==> config.mk <==
export PLATFORM = sky130hd
export DESIGN_NAME = morse_keyer_core_flat
export DESIGN_NICKNAME = d
export VERILOG_FILES = /design/src/rtl/mk_pkg.sv /design/src/rtl/mk_stream_if.sv /design/src/rtl/mk_seq.sv /design/src/rtl/mk_out_stage.sv /design/src/rtl/morse_keyer_core.sv /design/src/flat_wrapper.sv
export SDC_FILE = /design/constraint.sdc
export NUM_CORES = 1
export LEC_CHECK = 0
export ABC_AREA = 1
export BUFFER_PORTS_ARGS = -buffer_cell sky130_fd_sc_hd__buf_2
export CAP_MARGIN = 20
export CORE_MARGIN = 3
export CORE_UTILIZATION = 40
export DETAILED_ROUTE_END_ITERATION = 16
export SLEW_MARGIN = 20
export SYNTH_ARGS = -nofsm -noshare
export SYNTH_HDL_FRONTEND = slang
export SYNTH_SLANG_ARGS = --single-unit
==> constraint.sdc <==
create_clock -name clk -period 2.2 [get_ports clk]
set_input_delay 0.66 -clock clk [delete_from_list [all_inputs] [get_ports clk]]
set_output_delay 0.66 -clock clk [all_outputs]
set_load 0.02 [all_outputs]
==> src/rtl/mk_pkg.sv <==
// Morse keyer package: shared types, register indexes, sequencer states
// and the Morse glyph table. No dependencies.
package mk_pkg;

    localparam int TICKS_W     = 16;
    localparam int SEG_TICKS_W = 17;
    localparam int CHAR_W      = 8;
    localparam int MAX_SYMS    = 6;
    localparam int SYM_CNT_W   = 3;

    typedef logic [0:0] cfg_index_t;
    localparam cfg_index_t CFG_DOT_TICKS  = 1'b0;
    localparam cfg_index_t CFG_DASH_TICKS = 1'b1;

    localparam logic [CHAR_W-1:0] CHAR_SPACE   = 8'h20;
    localparam logic [CHAR_W-1:0] CHAR_LOWER_A = 8'h61;
    localparam logic [CHAR_W-1:0] CHAR_LOWER_Z = 8'h7a;

    typedef enum logic [2:0] {
        SEQ_IDLE,
        SEQ_MARK,
        SEQ_SPACE,
        SEQ_CHAR_GAP,
        SEQ_SINGLE
    } seq_state_t;

    // One keying segment as it leaves the block.
    typedef struct packed {
        logic                   key_on;
        logic [SEG_TICKS_W-1:0] segment_ticks;
        logic                   status;
        logic                   last_segment;
    } segment_t;

    // Symbol i of a glyph sits in bit i; a 1 is a dash, a 0 a dot.
    typedef struct packed {
        logic                 known;
        logic [SYM_CNT_W-1:0] len;
        logic [MAX_SYMS-1:0]  bits;
    } glyph_t;

    function automatic glyph_t glyph_lookup(input logic [CHAR_W-1:0] code);
        logic [CHAR_W-1:0] c;
        glyph_t            g;
        c = code;
        if (code >= CHAR_LOWER_A && code <= CHAR_LOWER_Z)
        begin
            c = code ^ 8'h20;
        end
        g = '{known: 1'b1, len: 3'd0, bits: 6'b000000};
        case (c)
            "A": begin g.len = 3'd2; g.bits = 6'b000010; end
            "B": begin g.len = 3'd4; g.bits = 6'b000001; end
            "C": begin g.len = 3'd4; g.bits = 6'b000101; end
            "D": begin g.len = 3'd3; g.bits = 6'b000001; end
            "E": begin g.len = 3'd1; g.bits = 6'b000000; end
            "F": begin g.len = 3'd4; g.bits = 6'b000100; end
            "G": begin g.len = 3'd3; g.bits = 6'b000011; end
            "H": begin g.len = 3'd4; g.bits = 6'b000000; end
            "I": begin g.len = 3'd2; g.bits = 6'b000000; end
            "J": begin g.len = 3'd4; g.bits = 6'b001110; end
            "K": begin g.len = 3'd3; g.bits = 6'b000101; end
            "L": begin g.len = 3'd4; g.bits = 6'b000010; end
            "M": begin g.len = 3'd2; g.bits = 6'b000011; end
            "N": begin g.len = 3'd2; g.bits = 6'b000001; end
            "O": begin g.len = 3'd3; g.bits = 6'b000111; end
            "P": begin g.len = 3'd4; g.bits = 6'b000110; end
            "Q": begin g.len = 3'd4; g.bits = 6'b001011; end
            "R": begin g.len = 3'd3; g.bits = 6'b000010; end
            "S": begin g.len = 3'd3; g.bits = 6'b000000; end
            "T": begin g.len = 3'd1; g.bits = 6'b000001; end
            "U": begin g.len = 3'd3; g.bits = 6'b000100; end
            "V": begin g.len = 3'd4; g.bits = 6'b001000; end
            "W": begin g.len = 3'd3; g.bits = 6'b000110; end
            "X": begin g.len = 3'd4; g.bits = 6'b001001; end
            "Y": begin g.len = 3'd4; g.bits = 6'b001101; end
            "Z": begin g.len = 3'd4; g.bits = 6'b000011; end
            "0": begin g.len = 3'd5; g.bits = 6'b011111; end
            "1": begin g.len = 3'd5; g.bits = 6'b011110; end
            "2": begin g.len = 3'd5; g.bits = 6'b011100; end
            "3": begin g.len = 3'd5; g.bits = 6'b011000; end
            "4": begin g.len = 3'd5; g.bits = 6'b010000; end
            "5": begin g.len = 3'd5; g.bits = 6'b000000; end
            "6": begin g.len = 3'd5; g.bits = 6'b000001; end
            "7": begin g.len = 3'd5; g.bits = 6'b000011; end
            "8": begin g.len = 3'd5; g.bits = 6'b000111; end
            "9": begin g.len = 3'd5; g.bits = 6'b001111; end
            "?": begin g.len = 3'd6; g.bits = 6'b001100; end
            "/": begin g.len = 3'd5; g.bits = 6'b001001; end
            ",": begin g.len = 3'd6; g.bits = 6'b110011; end
            ".": begin g.len = 3'd6; g.bits = 6'b101010; end
            ";": begin g.len = 3'd6; g.bits = 6'b010101; end
            "!": begin g.len = 3'd6; g.bits = 6'b110101; end
            "@": begin g.len = 3'd6; g.bits = 6'b010110; end
            ":": begin g.len = 3'd6; g.bits = 6'b000111; end
            default: g.known = 1'b0;
        endcase
        return g;
    endfunction

endpackage

==> src/rtl/mk_stream_if.sv <==
// Valid/ready channel interfaces for the Morse keyer: character input
// and segment output. Depends on mk_pkg.
interface mk_char_if;
    logic                      valid;
    logic                      ready;
    logic [mk_pkg::CHAR_W-1:0] char_code;

    modport source (output valid, output char_code, input ready);
    modport sink   (input valid, input char_code, output ready);
endinterface

interface mk_seg_if;
    logic                           valid;
    logic                           ready;
    logic                           key_on;
    logic [mk_pkg::SEG_TICKS_W-1:0] segment_ticks;
    logic                           status;
    logic                           last_segment;

    modport source (output valid, output key_on, output segment_ticks,
                    output status, output last_segment, input ready);
    modport sink   (input valid, input key_on, input segment_ticks,
                    input status, input last_segment, output ready);
endinterface

==> src/rtl/mk_seq.sv <==
// Segment sequencer: walks one glyph symbol by symbol through a shift
// register and a symbol counter. Depends on mk_pkg.
module mk_seq
(
    input  logic                           clk,
    input  logic                           rst_n,
    input  logic                           start,
    input  logic [mk_pkg::CHAR_W-1:0]      char_code,
    input  logic [mk_pkg::TICKS_W-1:0]     dot_ticks,
    input  logic [mk_pkg::TICKS_W-1:0]     dash_ticks,
    input  logic                           take,
    output logic                           idle,
    output logic                           seg_valid,
    output mk_pkg::segment_t               seg
);

    mk_pkg::seq_state_t                 state_reg, state_next;
    logic [mk_pkg::MAX_SYMS-1:0]        pat_reg, pat_next;
    logic [mk_pkg::SYM_CNT_W-1:0]       cnt_reg, cnt_next;
    logic [mk_pkg::SEG_TICKS_W-1:0]     single_ticks_reg, single_ticks_next;
    logic                               single_status_reg, single_status_next;
    mk_pkg::glyph_t                     glyph;
    logic [mk_pkg::SEG_TICKS_W-1:0]     dot_ext, dash_ext;

    assign glyph    = mk_pkg::glyph_lookup(char_code);
    assign dot_ext  = {1'b0, dot_ticks};
    assign dash_ext = {1'b0, dash_ticks};

    always_ff @(posedge clk or negedge rst_n)
    begin
        if (!rst_n)
        begin
            state_reg <= mk_pkg::SEQ_IDLE;
        end
        else
        begin
            state_reg <= state_next;
        end
    end

    always_ff @(posedge clk)
    begin
        pat_reg           <= pat_next;
        cnt_reg           <= cnt_next;
        single_ticks_reg  <= single_ticks_next;
        single_status_reg <= single_status_next;
    end

    always_comb
    begin
        state_next         = state_reg;
        pat_next           = pat_reg;
        cnt_next           = cnt_reg;
        single_ticks_next  = single_ticks_reg;
        single_status_next = single_status_reg;
        idle               = 1'b0;
        seg_valid          = 1'b1;
        seg                = '{key_on: 1'b0, segment_ticks: dot_ext,
                               status: 1'b0, last_segment: 1'b0};
        case (state_reg)
            mk_pkg::SEQ_IDLE:
            begin
                idle      = 1'b1;
                seg_valid = 1'b0;
                if (start)
                begin
                    pat_next = glyph.bits;
                    cnt_next = glyph.len;
                    if (char_code == mk_pkg::CHAR_SPACE)
                    begin
                        single_ticks_next  = {dash_ticks, 1'b0};
                        single_status_next = 1'b0;
                        state_next         = mk_pkg::SEQ_SINGLE;
                    end
                    else if (!glyph.known)
                    begin
                        single_ticks_next  = '0;
                        single_status_next = 1'b1;
                        state_next         = mk_pkg::SEQ_SINGLE;
                    end
                    else
                    begin
                        state_next = mk_pkg::SEQ_MARK;
                    end
                end
            end
            mk_pkg::SEQ_MARK:
            begin
                seg.key_on        = 1'b1;
                seg.segment_ticks = pat_reg[0] ? dash_ext : dot_ext;
                if (take)
                begin
                    state_next = mk_pkg::SEQ_SPACE;
                end
            end
            mk_pkg::SEQ_SPACE:
            begin
                if (take)
                begin
                    pat_next = pat_reg >> 1;
                    cnt_next = cnt_reg - 3'd1;
                    state_next = (cnt_reg == 3'd1) ? mk_pkg::SEQ_CHAR_GAP
                                                   : mk_pkg::SEQ_MARK;
                end
            end
            mk_pkg::SEQ_CHAR_GAP:
            begin
                seg.segment_ticks = dash_ext;
                seg.last_segment  = 1'b1;
                if (take)
                begin
                    state_next = mk_pkg::SEQ_IDLE;
                end
            end
            mk_pkg::SEQ_SINGLE:
            begin
                seg.segment_ticks = single_ticks_reg;
                seg.status        = single_status_reg;
                seg.last_segment  = 1'b1;
                if (take)
                begin
                    state_next = mk_pkg::SEQ_IDLE;
                end
            end
            default:
            begin
                state_next = mk_pkg::SEQ_IDLE;
            end
        endcase
    end

endmodule

==> src/rtl/mk_out_stage.sv <==
// Output register for the segment channel: holds one segment until the
// sink takes it. Depends on mk_pkg and mk_stream_if.
module mk_out_stage
(
    input  logic             clk,
    input  logic             rst_n,
    input  logic             seg_valid,
    input  mk_pkg::segment_t seg,
    output logic             take,
    mk_seg_if.source         seg_out
);

    logic             valid_reg, valid_next;
    mk_pkg::segment_t data_reg, data_next;
    logic             slot_free;

    assign slot_free = !valid_reg || seg_out.ready;
    assign take      = seg_valid && slot_free;

    always_comb
    begin
        valid_next = valid_reg;
        data_next  = data_reg;
        if (take)
        begin
            valid_next = 1'b1;
            data_next  = seg;
        end
        else if (seg_out.ready)
        begin
            valid_next = 1'b0;
        end
    end

    always_ff @(posedge clk or negedge rst_n)
    begin
        if (!rst_n)
        begin
            valid_reg <= 1'b0;
        end
        else
        begin
            valid_reg <= valid_next;
        end
    end

    always_ff @(posedge clk)
    begin
        data_reg <= data_next;
    end

    assign seg_out.valid         = valid_reg;
    assign seg_out.key_on        = data_reg.key_on;
    assign seg_out.segment_ticks = data_reg.segment_ticks;
    assign seg_out.status        = data_reg.status;
    assign seg_out.last_segment  = data_reg.last_segment;

endmodule

==> src/rtl/morse_keyer_core.sv <==
// Morse keyer top level: configuration registers, segment sequencer and
// output register. Depends on mk_pkg, mk_stream_if, mk_seq, mk_out_stage.
//
// The keyer takes one ASCII character per transfer on char_in and sends
// its Morse keying pattern on seg_out as a run of segments, one segment
// per transfer, each a key level and a duration in ticks. A character of
// n symbols gives 2n+1 segments (mark, then symbol gap, for every symbol,
// then one character gap marked last_segment); a space gives a single off
// segment of twice dash_ticks, and any character not in the table gives a
// single zero-length off segment with status set. Lower-case letters are
// sent as upper case. One sequencer walks the symbols, producing at most
// one segment per cycle into the output register; char_in.ready is high
// only while the sequencer is idle, and it rises again as soon as the
// last segment has been loaded, while that segment may still wait in the
// output register. dot_ticks (index 0) and dash_ticks (index 1) reset to
// 125 and 250 and are written through cfg_we/cfg_index/cfg_wdata; write
// them only while no character is in flight.
module morse_keyer_core
(
    input  logic                          clk,
    input  logic                          rst_n,
    input  logic                          cfg_we,
    input  mk_pkg::cfg_index_t            cfg_index,
    input  logic [mk_pkg::TICKS_W-1:0]    cfg_wdata,
    mk_char_if.sink                       char_in,
    mk_seg_if.source                      seg_out
);

    logic [mk_pkg::TICKS_W-1:0] dot_ticks_reg, dot_ticks_next;
    logic [mk_pkg::TICKS_W-1:0] dash_ticks_reg, dash_ticks_next;
    logic                       seq_idle;
    logic                       seg_valid;
    logic                       seg_take;
    logic                       start;
    mk_pkg::segment_t           seg;

    // Configuration writes take effect at the clock edge of the write.
    always_comb
    begin
        dot_ticks_next  = dot_ticks_reg;
        dash_ticks_next = dash_ticks_reg;
        if (cfg_we)
        begin
            case (cfg_index)
                mk_pkg::CFG_DOT_TICKS:  dot_ticks_next  = cfg_wdata;
                mk_pkg::CFG_DASH_TICKS: dash_ticks_next = cfg_wdata;
                default:
                begin
                    dot_ticks_next  = dot_ticks_reg;
                    dash_ticks_next = dash_ticks_reg;
                end
            endcase
        end
    end

    always_ff @(posedge clk or negedge rst_n)
    begin
        if (!rst_n)
        begin
            dot_ticks_reg  <= 16'd125;
            dash_ticks_reg <= 16'd250;
        end
        else
        begin
            dot_ticks_reg  <= dot_ticks_next;
            dash_ticks_reg <= dash_ticks_next;
        end
    end

    // A character is taken only when the sequencer has finished the last one.
    assign char_in.ready = seq_idle;
    assign start         = char_in.valid && seq_idle;

    mk_seq u_seq
    (
        .clk        (clk),
        .rst_n      (rst_n),
        .start      (start),
        .char_code  (char_in.char_code),
        .dot_ticks  (dot_ticks_reg),
        .dash_ticks (dash_ticks_reg),
        .take       (seg_take),
        .idle       (seq_idle),
        .seg_valid  (seg_valid),
        .seg        (seg)
    );

    // The output register decouples the sink: the sequencer advances
    // whenever the register is empty or is being emptied in this cycle.
    mk_out_stage u_out_stage
    (
        .clk       (clk),
        .rst_n     (rst_n),
        .seg_valid (seg_valid),
        .seg       (seg),
        .take      (seg_take),
        .seg_out   (seg_out)
    );

endmodule

==> src/flat_wrapper.sv <==
// flat-port wrapper written by rule: the top's interface ports become plain ports
module morse_keyer_core_flat 
  (clk, rst_n, cfg_we, cfg_index, cfg_wdata, char_in_valid, char_in_char_code, char_in_ready, seg_out_valid, seg_out_key_on, seg_out_segment_ticks, seg_out_status, seg_out_last_segment, seg_out_ready);
  mk_char_if char_in_i ();
  mk_seg_if seg_out_i ();
  input  logic clk;
  input  logic rst_n;
  input  logic cfg_we;
  input  mk_pkg::cfg_index_t cfg_index;
  input  logic [mk_pkg::TICKS_W-1:0] cfg_wdata;
  input wire logic [$bits(char_in_i.valid)-1:0] char_in_valid;
  input wire logic [$bits(char_in_i.char_code)-1:0] char_in_char_code;
  output wire logic [$bits(char_in_i.ready)-1:0] char_in_ready;
  output wire logic [$bits(seg_out_i.valid)-1:0] seg_out_valid;
  output wire logic [$bits(seg_out_i.key_on)-1:0] seg_out_key_on;
  output wire logic [$bits(seg_out_i.segment_ticks)-1:0] seg_out_segment_ticks;
  output wire logic [$bits(seg_out_i.status)-1:0] seg_out_status;
  output wire logic [$bits(seg_out_i.last_segment)-1:0] seg_out_last_segment;
  input wire logic [$bits(seg_out_i.ready)-1:0] seg_out_ready;
  assign char_in_i.valid = char_in_valid;
  assign char_in_i.char_code = char_in_char_code;
  assign char_in_ready = char_in_i.ready;
  assign seg_out_valid = seg_out_i.valid;
  assign seg_out_key_on = seg_out_i.key_on;
  assign seg_out_segment_ticks = seg_out_i.segment_ticks;
  assign seg_out_status = seg_out_i.status;
  assign seg_out_last_segment = seg_out_i.last_segment;
  assign seg_out_i.ready = seg_out_ready;
  morse_keyer_core u_core (.clk(clk), .rst_n(rst_n), .cfg_we(cfg_we), .cfg_index(cfg_index), .cfg_wdata(cfg_wdata), .char_in(char_in_i), .seg_out(seg_out_i));
endmodule
==> flow_metrics.py <==
metrics = {
    "critical_path": {
        "startpoint_type": "input port",
        "critPathBufInv": 4,
        "cp.arrival_ps": 2270,
        "path_class": "input port to register",
        "crit_family": "simple AND/OR/NAND/NOR gates",
        "path_cells": "buf_6, inv_4, nor2_4, nand2_4, buf_4, o211ai_1, o31ai_1, nand3_1, nor2_2, nand2_2, nor2_4, clkbuf_16",
        "worstPathRequired_ps": 2280,
        "cpPeakStageDelay_ps": 290,
        "crit_path_frequent_cell": "nor2_4",
        "slowest_stage": "o31ai_1",
        "crit_fanout": 8,
        "cp-end-kind": "register",
    },
    "sta": {
        "slew-limit-headroom_pct": 49.8,
        "slew_viol_final": 0,
        "timing.fmax_mhz": 456,
        "setup_tns_ps": 0,
        "hold_viol": 0,
        "setup_ws_ps": 7.85,
        "timing.final.crit_share_pct": 99.6,
        "rsz0062_at_grt": "true",
        "worst_slew_pin_slew_ps": 750,
        "setup_viol": 0,
        "fin_crit_ps": 2190,
        "skew_ps": 14.3,
    },
    "final_layout": {
        "seqCellArea_sq_um": 2300,
        "largest_register_ff_count": 17,
        "multiInputGateArea_sq_um": 1650,
        "n_fill_cell": 938,
        "drive_gt1_share_pct": 33.0,
        "n_antenna_cell": 0,
        "area_growth_pct": 32.2,
        "fin_nets": 648,
    },
    "clock_network": {
        "clock_latency_ps": 350,
        "clkTransAtPathRegs_ps": 90,
        "cts_tree": "yes",
        "cts_root_buffer": "clkbuf_8",
        "clock_sinks": 82,
        "cts_buffers": 9,
        "h-tree-depth": 3,
        "cts-hold-fix-buffers": 0,
        "clockBufferDepth": 2,
    },
    "global_routing": {
        "overflow": 0,
        "grt_max_degree": 37,
        "grt_pass1_wl_microns": 17000,
        "grt_pass1_vias": 3396,
        "antenna_found_initial": 0,
        "grt_usage_pct": 18.6,
    },
    "worst_hold_path": {
        "hold_path_class": "input port to async pin",
    },
    "routing": {
        "wl_microns": 10800,
        "vias_per_cell": 4.92,
        "num_vias": 3706,
        "dr.pass1.iters": 5,
        "drtIter0Drc": 217,
        "drc": 0,
        "ant_nets": 0,
        "wl_per_cell_microns": 14.4,
    },
    "floorplanning": {
        "start_util_pct": 42.1,
        "die-area_sq_um": 11800,
        "fp-row-count": 36,
        "io_pins": 52,
        "die_h_microns": 109,
        "core_area_sq_um": 10000,
        "die_x_microns": 109,
    },
    "synth": {
        "yosysWarningCount": 0,
        "syn_area_sq_um": 4210,
        "avgSynthCellArea_sq_um": 8.66,
        "synth_top_area_share_pct": 32.8,
        "synth_cell_type_count": 39,
        "synth_seq_cells": 82,
        "yosys_most_used_dff": "edfxtp_1",
        "synth_fp_nets": 518,
        "synth_edf_count": 46,
        "synth_area_leaders": "edfxtp_1 33%, dfrtp_1 14%, nand2_1 9.2%",
        "synthArstFlopShare_pct": 43.9,
        "synth_seq_area_share_pct": 54.6,
        "yosys.area.top_type": "edfxtp_1",
        "synth_cells": 486,
    },
    "place": {
        "dp_hpwl_microns": 8070,
        "place_ws_ps": -618,
        "io_buffers": 51,
        "gp_congestion": 0.875,
    },
    "power": {
        "powerDensity_nw_per_um2": 917,
        "leakage_nw": 2.62,
        "ir_drop_mv": 0.651,
    },
    "outcome": {
        "outcome": "complete, no violations",
    },
    "job": {
        "cap_violations": 0,
    },
}
## layout by cell type (no fill, tap or decap), types with 2 or more instances in the layout
master and instances:
nand2_1 99, buf_4 83, inv_1 63, nor2_1 53
edfxtp_1 46, buf_2 45, o21ai_0 44, dfrtp_1 24
nand3_1 21, o211ai_1 19, dfstp_2 12, a21oi_1 10
nand4_1 9, clkbuf_8 9, nor2_4 8, nor2_2 8
inv_4 7, nand2_2 6, o21ai_1 5, inv_2 4
nor3_1 4, o31ai_1 4, buf_6 3, buf_12 3
nand3_2 2, nand2_4 2, a31oi_1 2, o22ai_1 2
ha_1 2, inv_6 2
## final timing paths
kind | cells past startpoint | slack, ps | endpoint | startpoint
hold / removal | 2 | 340 | u_core.dot_ticks_reg[9] | rst_n
setup reg to reg | 3 | 480 | u_core.u_out_stage.seg_out.segment_ticks[15] | u_core.u_seq.state_reg[1]
hold reg to reg | 2 | 500 | u_core.dot_ticks_reg[7] | u_core.dot_ticks_reg[7]
max in group asynchronous | 2 | 1500 | u_core.dot_ticks_reg[2] | rst_n
setup / recovery | 12 | 8 | u_core.u_seq.single_ticks_reg[15] | char_in_char_code[3]
min in group clk | 2 | 500 | u_core.dot_ticks_reg[7] | u_core.dot_ticks_reg[7]
## cells in the mapped netlist, types with 3 or more instances
| master | number |
|---|---|
| a21oi_1 | 10 |
| clkbuf_1 | 13 |
| dfrtp_1 | 24 |
| dfstp_2 | 12 |
| edfxtp_1 | 46 |
| inv_1 | 64 |
| inv_2 | 8 |
| nand2_1 | 103 |
| nand3_1 | 23 |
| nand4_1 | 9 |
| nor2_1 | 62 |
| nor2_2 | 3 |
| nor2_4 | 4 |
| nor3_1 | 4 |
| o211ai_1 | 19 |
| o21ai_0 | 48 |
| o31ai_1 | 5 |
## repair_timing
action | in CTS | in global routing
gates cloned | 0 | 1
gates resized for setup | 3 | 41
buffers inserted | 2 | 6
pin swaps | 2 | 19
endpoints found under the setup margin | 18 | 25
## through the flow
| stage | instances | hold WS [ps] | total power, mW | util, % | instance area [sq um] |
|---|---|---|---|---|---|
| after floorplan | 486 | 364 | 3.41 | - | 4230 |
| after global placement | 729 | 468 | 4.01 | 51.5 | 5150 |
| after detailed placement | 729 | 473 | 4.03 | 51.5 | 5150 |
| after CTS | 747 | 342 | 5.05 | 53.6 | 5360 |
| after global routing | 754 | 366 | 5.42 | 55.6 | 5560 |
| final | 754 | 338 | 5.10 | 55.6 | 5560 |
## cell families (layout without fill, tap and decap cells)
| group | Yosys count | count (layout) | share of synthesized area [%] |
|---|---|---|---|
| AO/OA/AOI/OAI | 93 | 93 | 13.1 |
| buffers and inverters | 90 | 225 | 8.33 |
| XOR/XNOR | 1 | 1 | 0.208 |
| adder cells (fa/ha/maj) | 2 | 2 | 0.595 |
| AND/OR/NAND/NOR | 218 | 218 | 23.2 |
| flip-flops | 82 | 82 | 54.6 |
## worst reg2reg max path: stages (launching register included)
cell and delay (ps):
dfrtp_1 440, o21ai_4 630, buf_4 250, o211ai_1 130
## report_power, final
group	switching [mW]	internal [mW]
Sequential	0.137	2.19
Combinational	1.19	0.581
Clock	0.572	0.422
Total	1.90	3.19
## cell type report
cell class	instances	area share (%)
timing repair buffer	136	17.7
multi-input combinational	314	29.7
tap	133	2.99
clock inverter	6	0.833
clock buffer	10	2.30
sequential	82	41.3
inverter	73	5.15
## per-layer routing
layer	wire length (microns)	share of wire [%]	vias up	global-route usage [%]
li1	-	-	1872	-
met2	4580	42	138	25.0
met5	0	0	-	0
met4	123	1.1	0	5.77
met1	5490	51	1685	30.0
met3	635	5.9	11	3.34
Note: power is estimated with default switching activity, not from simulation.
